### config.mk
export PLATFORM = sky130hd
export DESIGN_NAME = serial_alphanumeric_display_controller
export DESIGN_NICKNAME = d
export VERILOG_FILES = /design/src/design/sadc_pkg.sv /design/src/design/sadc_byte_exec.sv /design/src/design/serial_alphanumeric_display_controller.sv
export SDC_FILE = /design/constraint.sdc
export NUM_CORES = 1
export LEC_CHECK = 0
export ABC_AREA = 1
export BUFFER_PORTS_ARGS = -buffer_cell sky130_fd_sc_hd__buf_2
export CAP_MARGIN = 20
export CORE_MARGIN = 1
export CORE_UTILIZATION = 62
export CTS_BUF_LIST = sky130_fd_sc_hd__clkbuf_16
export DETAILED_ROUTE_END_ITERATION = 7
export PLACE_DENSITY = 0.8
export SYNTH_ARGS = -nofsm -noshare
export SYNTH_HDL_FRONTEND = slang
export SYNTH_SLANG_ARGS = --single-unit
export TNS_END_PERCENT = 30
### constraint.sdc
create_clock -name clk -period 3.48 [get_ports clk]
set_input_delay 0.174 -clock clk [delete_from_list [all_inputs] [get_ports clk]]
set_output_delay 0.174 -clock clk [all_outputs]
set_load 0.05 [all_outputs]
### src/design/sadc_pkg.sv
// ----------------------------------------------------------------------------
// sadc_pkg
// Shared types, constants and character tables for the serial alphanumeric
// display controller.
// ----------------------------------------------------------------------------
package sadc_pkg;

  localparam int DIGIT_POSITIONS = 16;
  localparam int POS_W           = 4;
  localparam int CHAR_W          = 6;
  localparam int LEVEL_W         = 5;
  localparam int SEG_W           = 16;

  localparam logic [CHAR_W-1:0]  CHAR_SPACE   = 6'd32;
  localparam logic [CHAR_W-1:0]  MARK_RESET   = 6'd0;
  localparam logic [CHAR_W-1:0]  MARK_PLAIN   = 6'd6;
  localparam logic [CHAR_W-1:0]  MARK_COMMA   = 6'd44;
  localparam logic [CHAR_W-1:0]  MARK_DOT     = 6'd46;
  localparam logic [LEVEL_W-1:0] DIGITS_RESET = 5'd16;
  localparam logic [LEVEL_W-1:0] BRIGHT_RESET = 5'd31;
  localparam logic [3:0]         NIB_WRAP     = 4'd15;
  localparam logic [2:0]         LAST_BIT     = 3'd7;

  // control byte function, bits 6:5
  localparam logic [1:0] CTL_TEST   = 2'b00;
  localparam logic [1:0] CTL_CURSOR = 2'b01;
  localparam logic [1:0] CTL_DIGITS = 2'b10;
  localparam logic [1:0] CTL_BRIGHT = 2'b11;

  typedef struct packed {
    logic               last_clock;
    logic [2:0]         bit_count;
    logic [7:0]         shift;
    logic [POS_W-1:0]   cursor;
    logic [POS_W-1:0]   prev_cursor;
    logic [LEVEL_W-1:0] digit_total;
    logic [LEVEL_W-1:0] bright;
  } sadc_state_t;

  typedef struct packed {
    logic              char_we;
    logic [POS_W-1:0]  char_addr;
    logic [CHAR_W-1:0] char_data;
    logic              mark_we;
    logic [POS_W-1:0]  mark_addr;
    logic [CHAR_W-1:0] mark_data;
  } sadc_wr_t;

  localparam logic [CHAR_W-1:0] CHAR_REMAP [64] = '{
     6'd0,  6'd1,  6'd2,  6'd3,  6'd4,  6'd5,  6'd6,  6'd7,
     6'd8,  6'd9, 6'd10, 6'd11, 6'd12, 6'd13, 6'd14, 6'd15,
    6'd16, 6'd17, 6'd18, 6'd19, 6'd20, 6'd21, 6'd22, 6'd23,
    6'd24, 6'd25, 6'd26, 6'd32, 6'd28, 6'd32, 6'd32, 6'd31,
    6'd32, 6'd32, 6'd34, 6'd35, 6'd36, 6'd37, 6'd38, 6'd39,
    6'd40, 6'd41, 6'd42, 6'd43, 6'd44, 6'd45, 6'd46, 6'd47,
    6'd48, 6'd49, 6'd50, 6'd51, 6'd52, 6'd53, 6'd54, 6'd55,
    6'd56, 6'd56, 6'd57, 6'd58, 6'd59, 6'd60, 6'd61, 6'd62
  };

  localparam logic [SEG_W-1:0] SEG_ROM [64] = '{
    16'd20607, 16'd17615,  16'd5439,   16'd243,  16'd4415, 16'd16627, 16'd16579,  16'd1275,
    16'd17612,  16'd4403,   16'd124, 16'd19136,   16'd240, 16'd33484, 16'd35020,   16'd255,
    16'd17607,  16'd2303, 16'd19655, 16'd17595,  16'd4355,   16'd252,  16'd8896, 16'd10444,
    16'd43520, 16'd37376,  16'd8755,   16'd225, 16'd34816,    16'd30, 16'd10240,    16'd48,
        16'd0, 16'd33057,   16'd384, 16'd21820,  16'd4539, 16'd30617, 16'd51577,   16'd512,
     16'd2560, 16'd40960, 16'd65280, 16'd21760,     16'd0, 16'd17408,     16'd0,  16'd8704,
     16'd8959,  16'd4352, 16'd17527, 16'd17471, 16'd17548, 16'd17595, 16'd17659,    16'd15,
    16'd17663, 16'd17599,    16'd33,  16'd8193, 16'd17456, 16'd17456,   16'd786,  16'd5127
  };

endpackage

### src/design/sadc_byte_exec.sv
// ----------------------------------------------------------------------------
// sadc_byte_exec
// Serial receiver step and byte decoder: next register state and the store
// write requests for one sample of the serial lines.
// ----------------------------------------------------------------------------
module sadc_byte_exec
  import sadc_pkg::*;
(
  input  sadc_state_t st,
  input  logic        reset_line,
  input  logic        clock_line,
  input  logic        data_line,
  output sadc_state_t st_nxt,
  output sadc_wr_t    wr,
  output logic        took
);

  logic [7:0]        sh_or;
  logic [CHAR_W-1:0] low6;
  logic [3:0]        nib;

  assign sh_or = st.shift | {7'b0, data_line};
  assign low6  = sh_or[CHAR_W-1:0];
  assign nib   = sh_or[3:0];

  always_comb begin
    st_nxt = st;
    wr     = '0;
    took   = 1'b0;
    if (!reset_line) begin
      st_nxt.last_clock  = clock_line;
      st_nxt.bit_count   = '0;
      st_nxt.shift       = '0;
      st_nxt.cursor      = '0;
      st_nxt.prev_cursor = '0;
      st_nxt.digit_total = DIGITS_RESET;
      st_nxt.bright      = BRIGHT_RESET;
    end else begin
      if (st.last_clock && !clock_line) begin
        if (st.bit_count == LAST_BIT) begin
          st_nxt.bit_count = '0;
          st_nxt.shift     = '0;
          took             = 1'b1;
          if (!sh_or[7]) begin
            if (low6 == MARK_COMMA || low6 == MARK_DOT) begin
              // attach the mark to the previous cursor position
              wr.mark_we   = 1'b1;
              wr.mark_addr = st.prev_cursor;
              wr.mark_data = low6;
            end else begin
              wr.char_we         = 1'b1;
              wr.char_addr       = st.cursor;
              wr.char_data       = low6;
              wr.mark_we         = 1'b1;
              wr.mark_addr       = st.cursor;
              wr.mark_data       = MARK_PLAIN;
              st_nxt.prev_cursor = st.cursor;
              st_nxt.cursor      = st.cursor + 1'b1;
            end
          end else begin
            case (sh_or[6:5])
              CTL_CURSOR: begin
                st_nxt.prev_cursor = st.cursor;
                st_nxt.cursor      = (nib == NIB_WRAP) ? '0 : nib + 1'b1;
              end
              CTL_DIGITS: begin
                st_nxt.digit_total = (nib == 4'd0) ? DIGITS_RESET : {1'b0, nib};
              end
              CTL_BRIGHT: begin
                st_nxt.bright = sh_or[LEVEL_W-1:0];
              end
              default: begin
                // test mode: ignore
              end
            endcase
          end
        end else begin
          st_nxt.bit_count = st.bit_count + 1'b1;
          st_nxt.shift     = {sh_or[6:0], 1'b0};
        end
      end
      st_nxt.last_clock = clock_line;
    end
  end

endmodule

### src/design/serial_alphanumeric_display_controller.sv
// ----------------------------------------------------------------------------
// serial_alphanumeric_display_controller
// Serial-line 16-segment display controller with character and mark stores
// and per-sample read-back of one digit position.
// ----------------------------------------------------------------------------
// One transaction is accepted every clock cycle unless the output stalls;
// each gives one result from a registered store read, then character remap
// and segment ROM lookup into the output register. Character and mark
// stores are 16-entry synchronous memories with one write and one read per
// cycle; a write and a read of the same position in one transaction are
// resolved by forwarding. Per-entry valid bits make unwritten positions
// read as a space with no mark after rst_n, so no clearing pass is needed.
// The reset_line input restarts the receiver and the settings but keeps the stores.
module serial_alphanumeric_display_controller
  import sadc_pkg::*;
(
  input  logic               clk,
  input  logic               rst_n,
  input  logic               in_valid,
  output logic               in_ready,
  input  logic               in_reset_line,
  input  logic               in_clock_line,
  input  logic               in_data_line,
  input  logic [POS_W-1:0]   in_read_position,
  output logic               out_valid,
  input  logic               out_ready,
  output logic [SEG_W-1:0]   out_segment_pattern,
  output logic [CHAR_W-1:0]  out_point_mark,
  output logic [LEVEL_W-1:0] out_bright_level,
  output logic [LEVEL_W-1:0] out_digits_in_use,
  output logic               out_byte_taken
);

  sadc_state_t st_r, st_nxt;
  sadc_wr_t    wr;
  logic        took;
  logic        in_fire, s1_adv;

  logic [CHAR_W-1:0] char_mem [DIGIT_POSITIONS];
  logic [CHAR_W-1:0] mark_mem [DIGIT_POSITIONS];
  logic [DIGIT_POSITIONS-1:0] char_vld_r, mark_vld_r;

  logic               s1_vld_r;
  logic [CHAR_W-1:0]  s1_char_rd_r, s1_mark_rd_r;
  logic               s1_char_ok_r, s1_mark_ok_r;
  logic               s1_char_hit_r, s1_mark_hit_r;
  logic [CHAR_W-1:0]  s1_char_wd_r, s1_mark_wd_r;
  logic [LEVEL_W-1:0] s1_bright_r, s1_digits_r;
  logic               s1_took_r;
  logic [CHAR_W-1:0]  s1_char, s1_mark;

  logic               out_vld_r;
  logic [SEG_W-1:0]   out_seg_r;
  logic [CHAR_W-1:0]  out_mark_r;
  logic [LEVEL_W-1:0] out_bright_r, out_digits_r;
  logic               out_took_r;

  sadc_byte_exec u_exec (
    .st         (st_r),
    .reset_line (in_reset_line),
    .clock_line (in_clock_line),
    .data_line  (in_data_line),
    .st_nxt     (st_nxt),
    .wr         (wr),
    .took       (took)
  );

  assign s1_adv   = !out_vld_r || out_ready;
  assign in_ready = !s1_vld_r || s1_adv;
  assign in_fire  = in_valid && in_ready;

  always_ff @(posedge clk) begin
    if (!rst_n) begin
      st_r.last_clock  <= 1'b0;
      st_r.bit_count   <= '0;
      st_r.shift       <= '0;
      st_r.cursor      <= '0;
      st_r.prev_cursor <= '0;
      st_r.digit_total <= DIGITS_RESET;
      st_r.bright      <= BRIGHT_RESET;
      char_vld_r       <= '0;
      mark_vld_r       <= '0;
    end else if (in_fire) begin
      st_r <= st_nxt;
      if (wr.char_we) begin
        char_vld_r[wr.char_addr] <= 1'b1;
      end
      if (wr.mark_we) begin
        mark_vld_r[wr.mark_addr] <= 1'b1;
      end
    end
  end

  // stores: read old data at the accept edge, forward this transaction's write
  always_ff @(posedge clk) begin
    if (in_fire) begin
      s1_char_rd_r <= char_mem[in_read_position];
      s1_mark_rd_r <= mark_mem[in_read_position];
      if (wr.char_we) begin
        char_mem[wr.char_addr] <= wr.char_data;
      end
      if (wr.mark_we) begin
        mark_mem[wr.mark_addr] <= wr.mark_data;
      end
    end
  end

  always_ff @(posedge clk) begin
    if (in_fire) begin
      s1_char_ok_r  <= char_vld_r[in_read_position];
      s1_mark_ok_r  <= mark_vld_r[in_read_position];
      s1_char_hit_r <= wr.char_we && (wr.char_addr == in_read_position);
      s1_mark_hit_r <= wr.mark_we && (wr.mark_addr == in_read_position);
      s1_char_wd_r  <= wr.char_data;
      s1_mark_wd_r  <= wr.mark_data;
      s1_bright_r   <= st_nxt.bright;
      s1_digits_r   <= st_nxt.digit_total;
      s1_took_r     <= took;
    end
  end

  always_ff @(posedge clk) begin
    if (!rst_n) begin
      s1_vld_r <= 1'b0;
    end else if (in_ready) begin
      s1_vld_r <= in_valid;
    end
  end

  assign s1_char = s1_char_hit_r ? s1_char_wd_r :
                   (s1_char_ok_r ? s1_char_rd_r : CHAR_SPACE);
  assign s1_mark = s1_mark_hit_r ? s1_mark_wd_r :
                   (s1_mark_ok_r ? s1_mark_rd_r : MARK_RESET);

  always_ff @(posedge clk) begin
    if (!rst_n) begin
      out_vld_r <= 1'b0;
    end else if (s1_adv) begin
      out_vld_r <= s1_vld_r;
    end
  end

  always_ff @(posedge clk) begin
    if (s1_adv && s1_vld_r) begin
      out_seg_r    <= SEG_ROM[CHAR_REMAP[s1_char]];
      out_mark_r   <= s1_mark;
      out_bright_r <= s1_bright_r;
      out_digits_r <= s1_digits_r;
      out_took_r   <= s1_took_r;
    end
  end

  assign out_valid           = out_vld_r;
  assign out_segment_pattern = out_seg_r;
  assign out_point_mark      = out_mark_r;
  assign out_bright_level    = out_bright_r;
  assign out_digits_in_use   = out_digits_r;
  assign out_byte_taken      = out_took_r;

`ifndef NO_ASSERTIONS
  a_line_reset: assert property (@(posedge clk) disable iff (!rst_n)
    in_fire && !in_reset_line |=> st_r.bit_count == '0 && st_r.cursor == '0
      && st_r.digit_total == DIGITS_RESET)
    else $error("line reset did not restore receiver and settings");

  a_digits_range: assert property (@(posedge clk) disable iff (!rst_n)
    st_r.digit_total != '0 && st_r.digit_total <= DIGITS_RESET)
    else $error("digit count out of range");

  a_stall_blocks: assert property (@(posedge clk) disable iff (!rst_n)
    s1_vld_r && out_vld_r && !out_ready |-> !in_ready)
    else $error("input accepted while pipeline is full");

  a_char_with_mark: assert property (@(posedge clk) disable iff (!rst_n)
    wr.char_we |-> wr.mark_we && wr.mark_addr == wr.char_addr)
    else $error("character write without matching mark write");

  a_took_on_edge: assert property (@(posedge clk) disable iff (!rst_n)
    in_fire && took |-> st_r.last_clock && !in_clock_line
      && st_r.bit_count == LAST_BIT)
    else $error("byte executed without eighth falling edge");
`endif

endmodule

## After elaboration in Yosys (flattened, before gate mapping)

Memory sizes are Yosys's and may differ from the RTL's. A register that Yosys moved wholly into a read port is not among the register bits.
Cells that the tools add are included.

- Register bits after elaboration: 108
- Bits in writable memories: 192
- Bits in read-only memories: 1408
- Bits of input ports: 11
- Output and inout port bits: 35
- Logic and storage cells: 113
- Memories kept: 4

- Add/subtract/negate cells: 3
- Magnitude comparators: 6
- Eq/ne operators: 13
- Mux-type cells: 39
- Bitwise logic cells: 5
- Reductions and logical operators: 19

Memories:

| memory | depth | bits a word | read ports | clocked after memory_dff | wr ports | line | text |
|---|---|---|---|---|---|---|---|
| (no name shown) | 64 | 16 | 1 | 1 | 0 | serial_alphanumeric_display_controller.sv:145 | `out_seg_r <= SEG_ROM[CHAR_REMAP[s1_char]];` |
| (no name shown) | 64 | 6 | 1 | 0 | 0 | serial_alphanumeric_display_controller.sv:145 |  |
| char_mem | 16 | 6 | 1 | 1 | 1 | serial_alphanumeric_display_controller.sv:39 | `logic [CHAR_W-1:0] char_mem [DIGIT_POSITIONS];` |
| mark_mem | 16 | 6 | 1 | 1 | 1 | serial_alphanumeric_display_controller.sv:40 | `logic [CHAR_W-1:0] mark_mem [DIGIT_POSITIONS];` |

Operators by type and width:

| cell | number |
|---|---|
| 22-bit 2-to-1 mux | 4 |
| 29-bit 2-to-1 mux | 2 |
| 6-bit 2-to-1 mux | 6 |
| 16-bit bitwise OR | 2 |
| 8-bit 2-to-1 mux | 3 |
| 11-bit 2-to-1 mux | 2 |
| 10-bit 2-to-1 mux | 2 |
| 18-bit 2-to-1 mux | 1 |
| 4-bit by 5-bit less-than comparator with 1-bit output, second input constant | 3 |
| 5-bit 2-to-1 mux | 3 |
| 6-bit NOT with 7-bit output | 2 |
| 6-bit == test, second input constant | 2 |
| 1-bit 2-to-1 mux | 11 |
| 4-bit by 1-bit adder with 4-bit output, second input constant | 2 |
| 1-bit binary-select mux with 4-bit select | 2 |
| 1-bit demux with 4-bit select | 2 |
| 4-bit == test | 2 |
| 4-bit by 1-bit >= comparator with 1-bit output, second input constant | 2 |
| 8-bit by 1-bit bitwise OR with 8-bit output | 1 |
| 2-bit AND reduction | 4 |
| 7-bit >= comparator, second input constant | 1 |
| 1-bit logical AND | 7 |
| 5-bit AND reduction | 1 |
| 2-bit == test, second input constant | 2 |
| 11 further kinds | 16 |

## Logic depth before layout (Yosys ltp)

Gate-level depths: netlist of run 1.

- Depth after elaboration: 13
- Gate-level depth with buffers: 24
- Depth with buffers taken out: 23

## Cells and area by module

From an unflattened synthesis of run 1, not the netlist that was laid out.

- Cells, all modules: 1567
- Area total of the unflattened synthesis: 15373.5 sq um

By module, submodules not included:

| module | times used | cells an instance | area each (sq um) | sequential area each (sq um) |
|---|---|---|---|---|
| serial_alphanumeric_display_controller | 1 | 1367 | 14377.5 | 9208.8 |
| sadc_byte_exec | 1 | 200 | 996.0 | 0.0 |

## Worst setup path before layout of run 1

OpenSTA, ideal clock, no wires.

- Path type: register to register
- From: register out_vld_r, in the netlist out_valid
- To: register s1_bright_r[0], enable pin
- Setup time: 419 ps
- Arrival time: 2684 ps
- Required time: 3061 ps
- Slack: 377 ps
- Cell stages (with the launch flop): 5
- Path buffers: 1
- Period minus slack after synthesis: 3103 ps
- Cells stage by stage: dfxtp_1 > nand3_1 > nand2_2 > inv_1 > clkbuf_1

- Longest elaborated chain between the ends: 4

RTL lines:

| element | line | text |
|---|---|---|
| from (decl) | serial_alphanumeric_display_controller.sv:52 | `logic out_vld_r;` |
| from (signal assigned) | serial_alphanumeric_display_controller.sv:139 | `out_vld_r <= s1_vld_r;` |
| 1-bit logical NOT | serial_alphanumeric_display_controller.sv:68 | `assign s1_adv = !out_vld_r \|\| out_ready;` |
| 1-bit logical OR | serial_alphanumeric_display_controller.sv:68 |  |
| 1-bit logical OR | serial_alphanumeric_display_controller.sv:69 | `assign in_ready = !s1_vld_r \|\| s1_adv;` |
| net in_ready | serial_alphanumeric_display_controller.sv:20 | `output logic in_ready,` |
| 1-bit logical AND | serial_alphanumeric_display_controller.sv:70 | `assign in_fire = in_valid && in_ready;` |
| net in_fire | serial_alphanumeric_display_controller.sv:37 | `logic in_fire, s1_adv;` |
| to (signal assigned) | serial_alphanumeric_display_controller.sv:116 | `s1_bright_r <= st_nxt.bright;` |
| to (decl) | serial_alphanumeric_display_controller.sv:48 | `logic [LEVEL_W-1:0] s1_bright_r, s1_digits_r;` |

The timed path passes the listed nets, and every way through them passes these cells.
A chain may end at the register's enable or synchronous reset.

## Final worst setup path of run 1

- From: register s1_char_hit_r
- To: register out_seg_r[3], in the netlist out_segment_pattern[3] (data pin)

- Longest elaborated chain between the ends: 6

RTL lines:

| element | line | text |
|---|---|---|
| from (decl) | serial_alphanumeric_display_controller.sv:46 | `logic s1_char_hit_r, s1_mark_hit_r;` |
| from (signal assigned) | serial_alphanumeric_display_controller.sv:112 | `s1_char_hit_r <= wr.char_we && (wr.char_addr == in_read_position);` |
| 6-bit 2-to-1 mux | serial_alphanumeric_display_controller.sv:130 | `assign s1_char = s1_char_hit_r ? s1_char_wd_r :` |
| 6-bit NOT with 7-bit output (not written as such) | serial_alphanumeric_display_controller.sv:145 |  |
| memory 64 x 6 bit | n/a |  |
| 6-bit 2-to-1 mux (not written as such) (2 in a row) | serial_alphanumeric_display_controller.sv:145 |  |
| 6-bit NOT with 7-bit output (not written as such) | serial_alphanumeric_display_controller.sv:145 |  |
| to (decl) | serial_alphanumeric_display_controller.sv:53 | `logic [SEG_W-1:0] out_seg_r;` |

Every way passes these cells. The select of a mux whose other input is x is not followed.

==> out/summary.md, run 1 <==
- **switching power summed over all nets** 0.00215 W
- **Syn-to-layout area delta** 12.2%
- **number of filler instances in the final layout** 1619
- **aggregate global routing overflow** 0
- **share of the synthesized area in the top cell type** 0.541
- **Post-DP Area** 15400 um2
- **total number of vias** 11300
- **antenna cells** 0
- **post-synthesis sequential area ratio** 0.627
- **final-stage net count** 1573
- **Clock Latency Late Sink** 0.51 ns
- **clock tree from TritonCTS** built
- **vias in the first global route** 10800
- **max-slew violation count** 0
- **post-synthesis instance total** 1468
- **part of the power in the clock network** 0.386
- **arrival time of data at the critical path endpoint** 3.49 ns
- **unrepaired setup endpoints after global routing** no
- **library cell with the highest instance count after synthesis** edfxtp_1
- **count of final setup violators** 0
- **Syn. warnings** 0
- **type of the worst min-delay path** in2reg
- **total area of multi-input combinational cells** 4750 um2
- **largest net degree at the start of global routing** 111
- **count of routing violations after the opening detailed-route iteration** 1342
- **number of enable-type register cells in the synthesized netlist** 264
- **clk sink count** 327
- **antenna violations before repair** 0
- **internal cell power** 0.00630 W
- **Worst-path clk slew** 0.07 ns
- **Syn Std Cell Area** 14700 um2
- **crit end category** flip-flop
- **number of design rule violations left after detail routing** 0
- **run status** finished, final reports clean
- **skew final** 0.0166 ns
- **H-Tree Depth** 2
- **Reg2Reg Setup Slack** 0.24 ns
- **initial core utilization** 0.640
- **vertical die dimension** 156 um
- **routed vias/inst** 6.01
- **Synth cell types** 46
- **die footprint** 24300 um2
- **number of buffers on the longest clock path** 3
- **Routed wire per std cell** 20.4 um
- **number of max-cap violations** 0
- **post-route setup TNS** 0 ns
- **post-route fraction of the period consumed by the critical path** 0.932
- **width of the chip** 156 um
- **global-route wire length before repair** 59300 um
- **Hold Fails Final Rpt** 0
- **number of register bits inferred by synthesis** 327
- **IO Pins** 46
- **global-route usage over all layers** 0.322
- **switching portion of total power** 0.254
- **most instantiated cells after synthesis** edfxtp_1 (264), nand2_1 (258), nor2_1 (193)
- **antenna-violating nets left** 0
- **data required time at the worst endpoint** 3.73 ns
- **classification of the worst setup path** reg2reg
- **Main synth FF type** edfxtp_1
- **Total Wirelength** 38300 um
- **Max transition margin** 0.264
- **Cell Rows** 55
- **cell at the root of the clock tree** clkbuf_16
- **core region area** 22900 um2
- **combinational power share** 0.105
- **pwr/cell area** 513 nW/um2
- **share of async-settable or async-resettable flops after synthesis** 0
- **sequential cell area** 9190 um2
- **dominant cells by area after synthesis** edfxtp_1 (54%), dfxtp_1 (8.6%), nand2_1 (6.6%)
- **number of optimization iterations in the first detailed-route pass** 5
- **portion of total power attributed to sequential cells** 0.509
- **maximum fanout count along the critical path** 7
- **hold-critical path depth** 3
- **cell type contributing the most total cell area after synthesis** edfxtp_1
- **Leak Pwr** 6.81 nW
- **worst-margin pin slew** 1.10 ns
- **Layout Cell Area excl Fill** 16500 um2
- **depth of the worst register-to-register path** 20
- **clock period minus worst slack** 3.24 ns
- **Setup crit start kind** flip-flop
- **Fmax achieved** 308 MHz
- **maximum resistive drop on vdd** 0.000503 V
- **layout cells sized above 1** 0.115
- **Buffers on Ports** 45
- **detailed-placement wirelength estimate** 24700 um
- **total clock buffers created by CTS** 34
- **Post-Syn Area per Cell** 9.99 um2
- **Routability Congestion** 0.946
## area by class of cell
type	instances	share of cell area
Clock inverter	25	0.00814
Inverter	138	0.0316
Multi-Input combinational cell	949	0.289
Timing Repair Buffer	89	0.0376
Sequential cell	327	0.558
Tap cell	313	0.0238
Clock buffer	34	0.0517
## registers in the layout, indices dropped and copies added, names as in the netlist, 6 cells and up
signal	flops
mark_mem	96
char_mem	96
out_point_mark	6
s1_mark_wd_r	6
mark_vld_r	16
s1_char_rd_r	6
char_vld_r	16
out_segment_pattern	16
st_r	29
s1_char_wd_r	6
s1_mark_rd_r	6
## logic make-up after synthesis
kind of cell,synth area share
buf+inv,0.0546
fa+ha+maj,0.0196
simple gates,0.168
xor+xnor,0.00239
compound gates,0.129
flops,0.627
other cells,0.000256
## power groups by stage
stage | Sequential [W] | Clock, W | Combinational, W
after floorplan | 0.00446 | 0 | 0.000511
after global placement | 0.00438 | 0 | 0.000847
after detailed placement | 0.00438 | 0 | 0.000852
after CTS | 0.00430 | 0.00329 | 0.000862
after global routing | 0.00430 | 0.00343 | 0.000966
final | 0.00430 | 0.00326 | 0.000883
## timing repair
action,CTS,global route
endpoints found under the hold margin,6,0
endpoints found under the setup margin,0,15
setup buffers,0,2
hold buffers,4,0
gates resized for setup,0,5
## critical path, stage by stage (launching register included)
cell	delay, ns
edfxtp_1	0.49
buf_4	0.19
a22oi_2	0.26
inv_1	0.12
ha_1	0.19
inv_1	0.05
nand3_1	0.08
nand3_1	0.10
nand2_1	0.06
nand2_1	0.06
nand2_1	0.07
nand2_1	0.15
inv_2	0.10
ha_1	0.35
inv_1	0.05
nand3_1	0.13
nand2_1	0.10
o21ai_0	0.20
nand2_1	0.08
nand3_1	0.08
nand3_1	0.08
## path summary, 6_finish.rpt
path / startpoint / end
worst max-delay path: s1_char_hit_r / out_segment_pattern[3]
worst min-delay path: in_reset_line / st_r[28]
worst max register to register: s1_char_hit_r / out_segment_pattern[3]
worst min register to register: s1_bright_r[1] / out_bright_level[1]
## layer usage
layer	GRT usage	up-vias	wire length [um]
met3	0.0522	89	3760
met4	0.104	0	1070
met5	0	-	0
met1	0.447	5344	15200
met2	0.522	623	18300
li1	-	5221	-
## placed cells by master, fill, tap and decap left out, drive strengths merged, types with 4 or more instances in the layout
cell type,count
edfxtp,264
buf,85
o221ai,35
ha,23
dfxtp,63
nand3,92
nand2,265
conb,17
nor3,5
o22ai,13
dlygate4sd3,4
nor2,205
a211oi,5
a21oi,84
o21ai,157
o211ai,17
inv,147
clkbuf,34
clkinv,14
nand4,8
## metrics by stage
step	setup slack, ns	std cells	hold WS, ns	util	total power [W]
floorplan	0.377	1484	0.310	-	0.00497
global route	0.0123	1875	0.0730	0.718	0.00869
global placement	0.221	1808	0.406	0.671	0.00522
detailed placement	0.0870	1808	0.408	0.671	0.00523
CTS	0.0619	1871	0.0316	0.716	0.00845
finish	0.236	1875	0.0533	0.718	0.00844
Power figures use the tool's default switching activity.
==> run 2: changes to the inputs <==
Settings changed: PLACE_DENSITY 0.8 to 0.83.
==> out/summary.md, run 2 (synthesis gave the netlist of run 1 again) <==
- **detailed-placement wirelength estimate** 25000 um
- **pwr/cell area** 526 nW/um2
- **Max transition margin** 0.264
- **post-route setup TNS** 0 ns
- **sequential cell area** 9190 um2
- **total number of vias** 11300
- **worst-margin pin slew** 1.10 ns
- **die footprint** 24300 um2
- **Routed wire per std cell** 19.9 um
- **Worst-path clk slew** 0.07 ns
- **final-stage net count** 1584
- **number of design rule violations left after detail routing** 0
- **total clock buffers created by CTS** 34
- **largest net degree at the start of global routing** 111
- **standard cell with the maximum stage delay on the critical path** edfxtp_1
- **unrepaired setup endpoints after global routing** no
- **width of the chip** 156 um
- **routed vias/inst** 5.99
- **Syn-to-layout area delta** 13.5%
- **crit end category** flip-flop
- **global-route wire length before repair** 59100 um
- **maximum fanout count along the critical path** 7
- **Leak Pwr** 6.92 nW
- **max-slew violation count** 0
- **Buffers on Ports** 45
- **antenna-violating nets left** 0
- **number of buffers on the longest clock path** 3
- **antenna cells** 0
- **run status** finished, final reports clean
- **number of max-cap violations** 0
- **core region area** 22900 um2
- **Fmax achieved** 319 MHz
- **antenna violations before repair** 0
- **slowest stage delay, CP** 0.49 ns
- **initial core utilization** 0.640
- **maximum resistive drop on vdd** 0.000727 V
- **count of routing violations after the opening detailed-route iteration** 1209
- **classification of the worst setup path** reg2reg
- **number of filler instances in the final layout** 1555
- **number of optimization iterations in the first detailed-route pass** 6
- **vias in the first global route** 11100
- **IO Pins** 46
- **Total Wirelength** 37500 um
- **Clock Latency Late Sink** 0.52 ns
- **type of the worst min-delay path** in2reg
- **total power** 0.00876 W
- **H-Tree Depth** 2
- **total area of multi-input combinational cells** 4770 um2
- **biggest regs** char_mem (96), mark_mem (96), st_r (29)
- **data required time at the worst endpoint** 3.76 ns
- **Hold Fails Final Rpt** 0
- **clk sink count** 327
- **skew final** 0.0118 ns
- **Cell Rows** 55
- **layout cells sized above 1** 0.122
- **Setup crit start kind** flip-flop
- **count of final setup violators** 0
- **clock tree from TritonCTS** built
- **total instance count after detailed placement** 1817
- **clock period minus worst slack** 3.14 ns
- **arrival time of data at the critical path endpoint** 3.42 ns
- **post-route insts no fill** 1889
- **global-route usage over all layers** 0.319
- **cell repeated most along the worst path** nand2_1
- **highest-count cells in the layout ignoring fill and taps** edfxtp_1 (264), nand2_1 (256), nor2_1 (193)
- **post-route fraction of the period consumed by the critical path** 0.902
- **cell at the root of the clock tree** clkbuf_16
- **cells along the critical path** buf_4 -> buf_4 -> nand2_1 -> nand2_2 -> inv_1 -> nand2_1 -> o21ai_1 -> nand2_1 -> inv_1 -> ha_4 -> inv_1 -> nand3_1 -> inv_1 -> o21ai_0 -> nand2_1 -> nand2_1 -> nand2_1 -> inv_1 -> nand2_1
- **Routability Congestion** 0.958
- **vertical die dimension** 156 um
- **aggregate global routing overflow** 0
- **leading cell type in the layout, fill and taps excluded** edfxtp_1
==> run 2: per-layer routing <==
| layer | track usage | part of all wire |
|---|---|---|
| met2 | 0.540 | 0.50 |
| met1 | 0.407 | 0.38 |
| met4 | 0.158 | 0.046 |
| met3 | 0.0419 | 0.075 |
| met5 | 0 | 0 |
==> run 2: final cells by class <==
cell class              instances  share of cell area
inverters                     138              0.0312
flip-flops and latches        327               0.552
well taps                     313              0.0235
repair buffers                100              0.0410
clock inverters                27              0.0133
clock buffers                  35              0.0526
multi-input cells             949               0.286
==> run 2: power by group <==
group	internal [W]	switching, W	total (W)
clock network	0.00207	0.00149	0.00356
registers	0.00426	0.0000344	0.00430
logic	0.000259	0.000640	0.000899
==> run 2: worst max-delay path, delay by kind of cell (launching register included) <==
family | cells | cell delay, ns
AOI/OAI and AO/OA | 2 | 0.45
and+or+nand+nor | 9 | 0.89
adders and majority gates | 1 | 0.18
DFF | 1 | 0.49
buffers and inverters | 7 | 0.88
==> run 2: what timing repair did <==
item	in CTS	in global routing
gates resized for setup	0	6
hold buffers	3	0
hold endpoints to repair	6	0
setup endpoints to repair	0	15
setup buffers	0	5
==> run 2: through the flow <==
stage	worst slack [ns]	instance area, um2	hold WS (ns)	utilization
CTS	0.0483	16600	0.00506	0.723
global placement	0.0871	15400	0.401	0.673
finish	0.343	16600	0.0131	0.726
floorplan	0.377	14700	0.310	-
detailed placement	0.0935	15400	0.405	0.673
global route	0.0352	16600	0.0446	0.726
==> run 2: final timing paths <==
kind,end,slack [ns],from,cells past startpoint
worst max-delay path,out_segment_pattern[14],0.34,s1_char_hit_r,19
worst min register to register,out_byte_taken,0.42,s1_took_r,0
worst min-delay path,st_r[28],0.01,in_clock_line,4
worst max register to register,out_segment_pattern[14],0.34,s1_char_hit_r,19
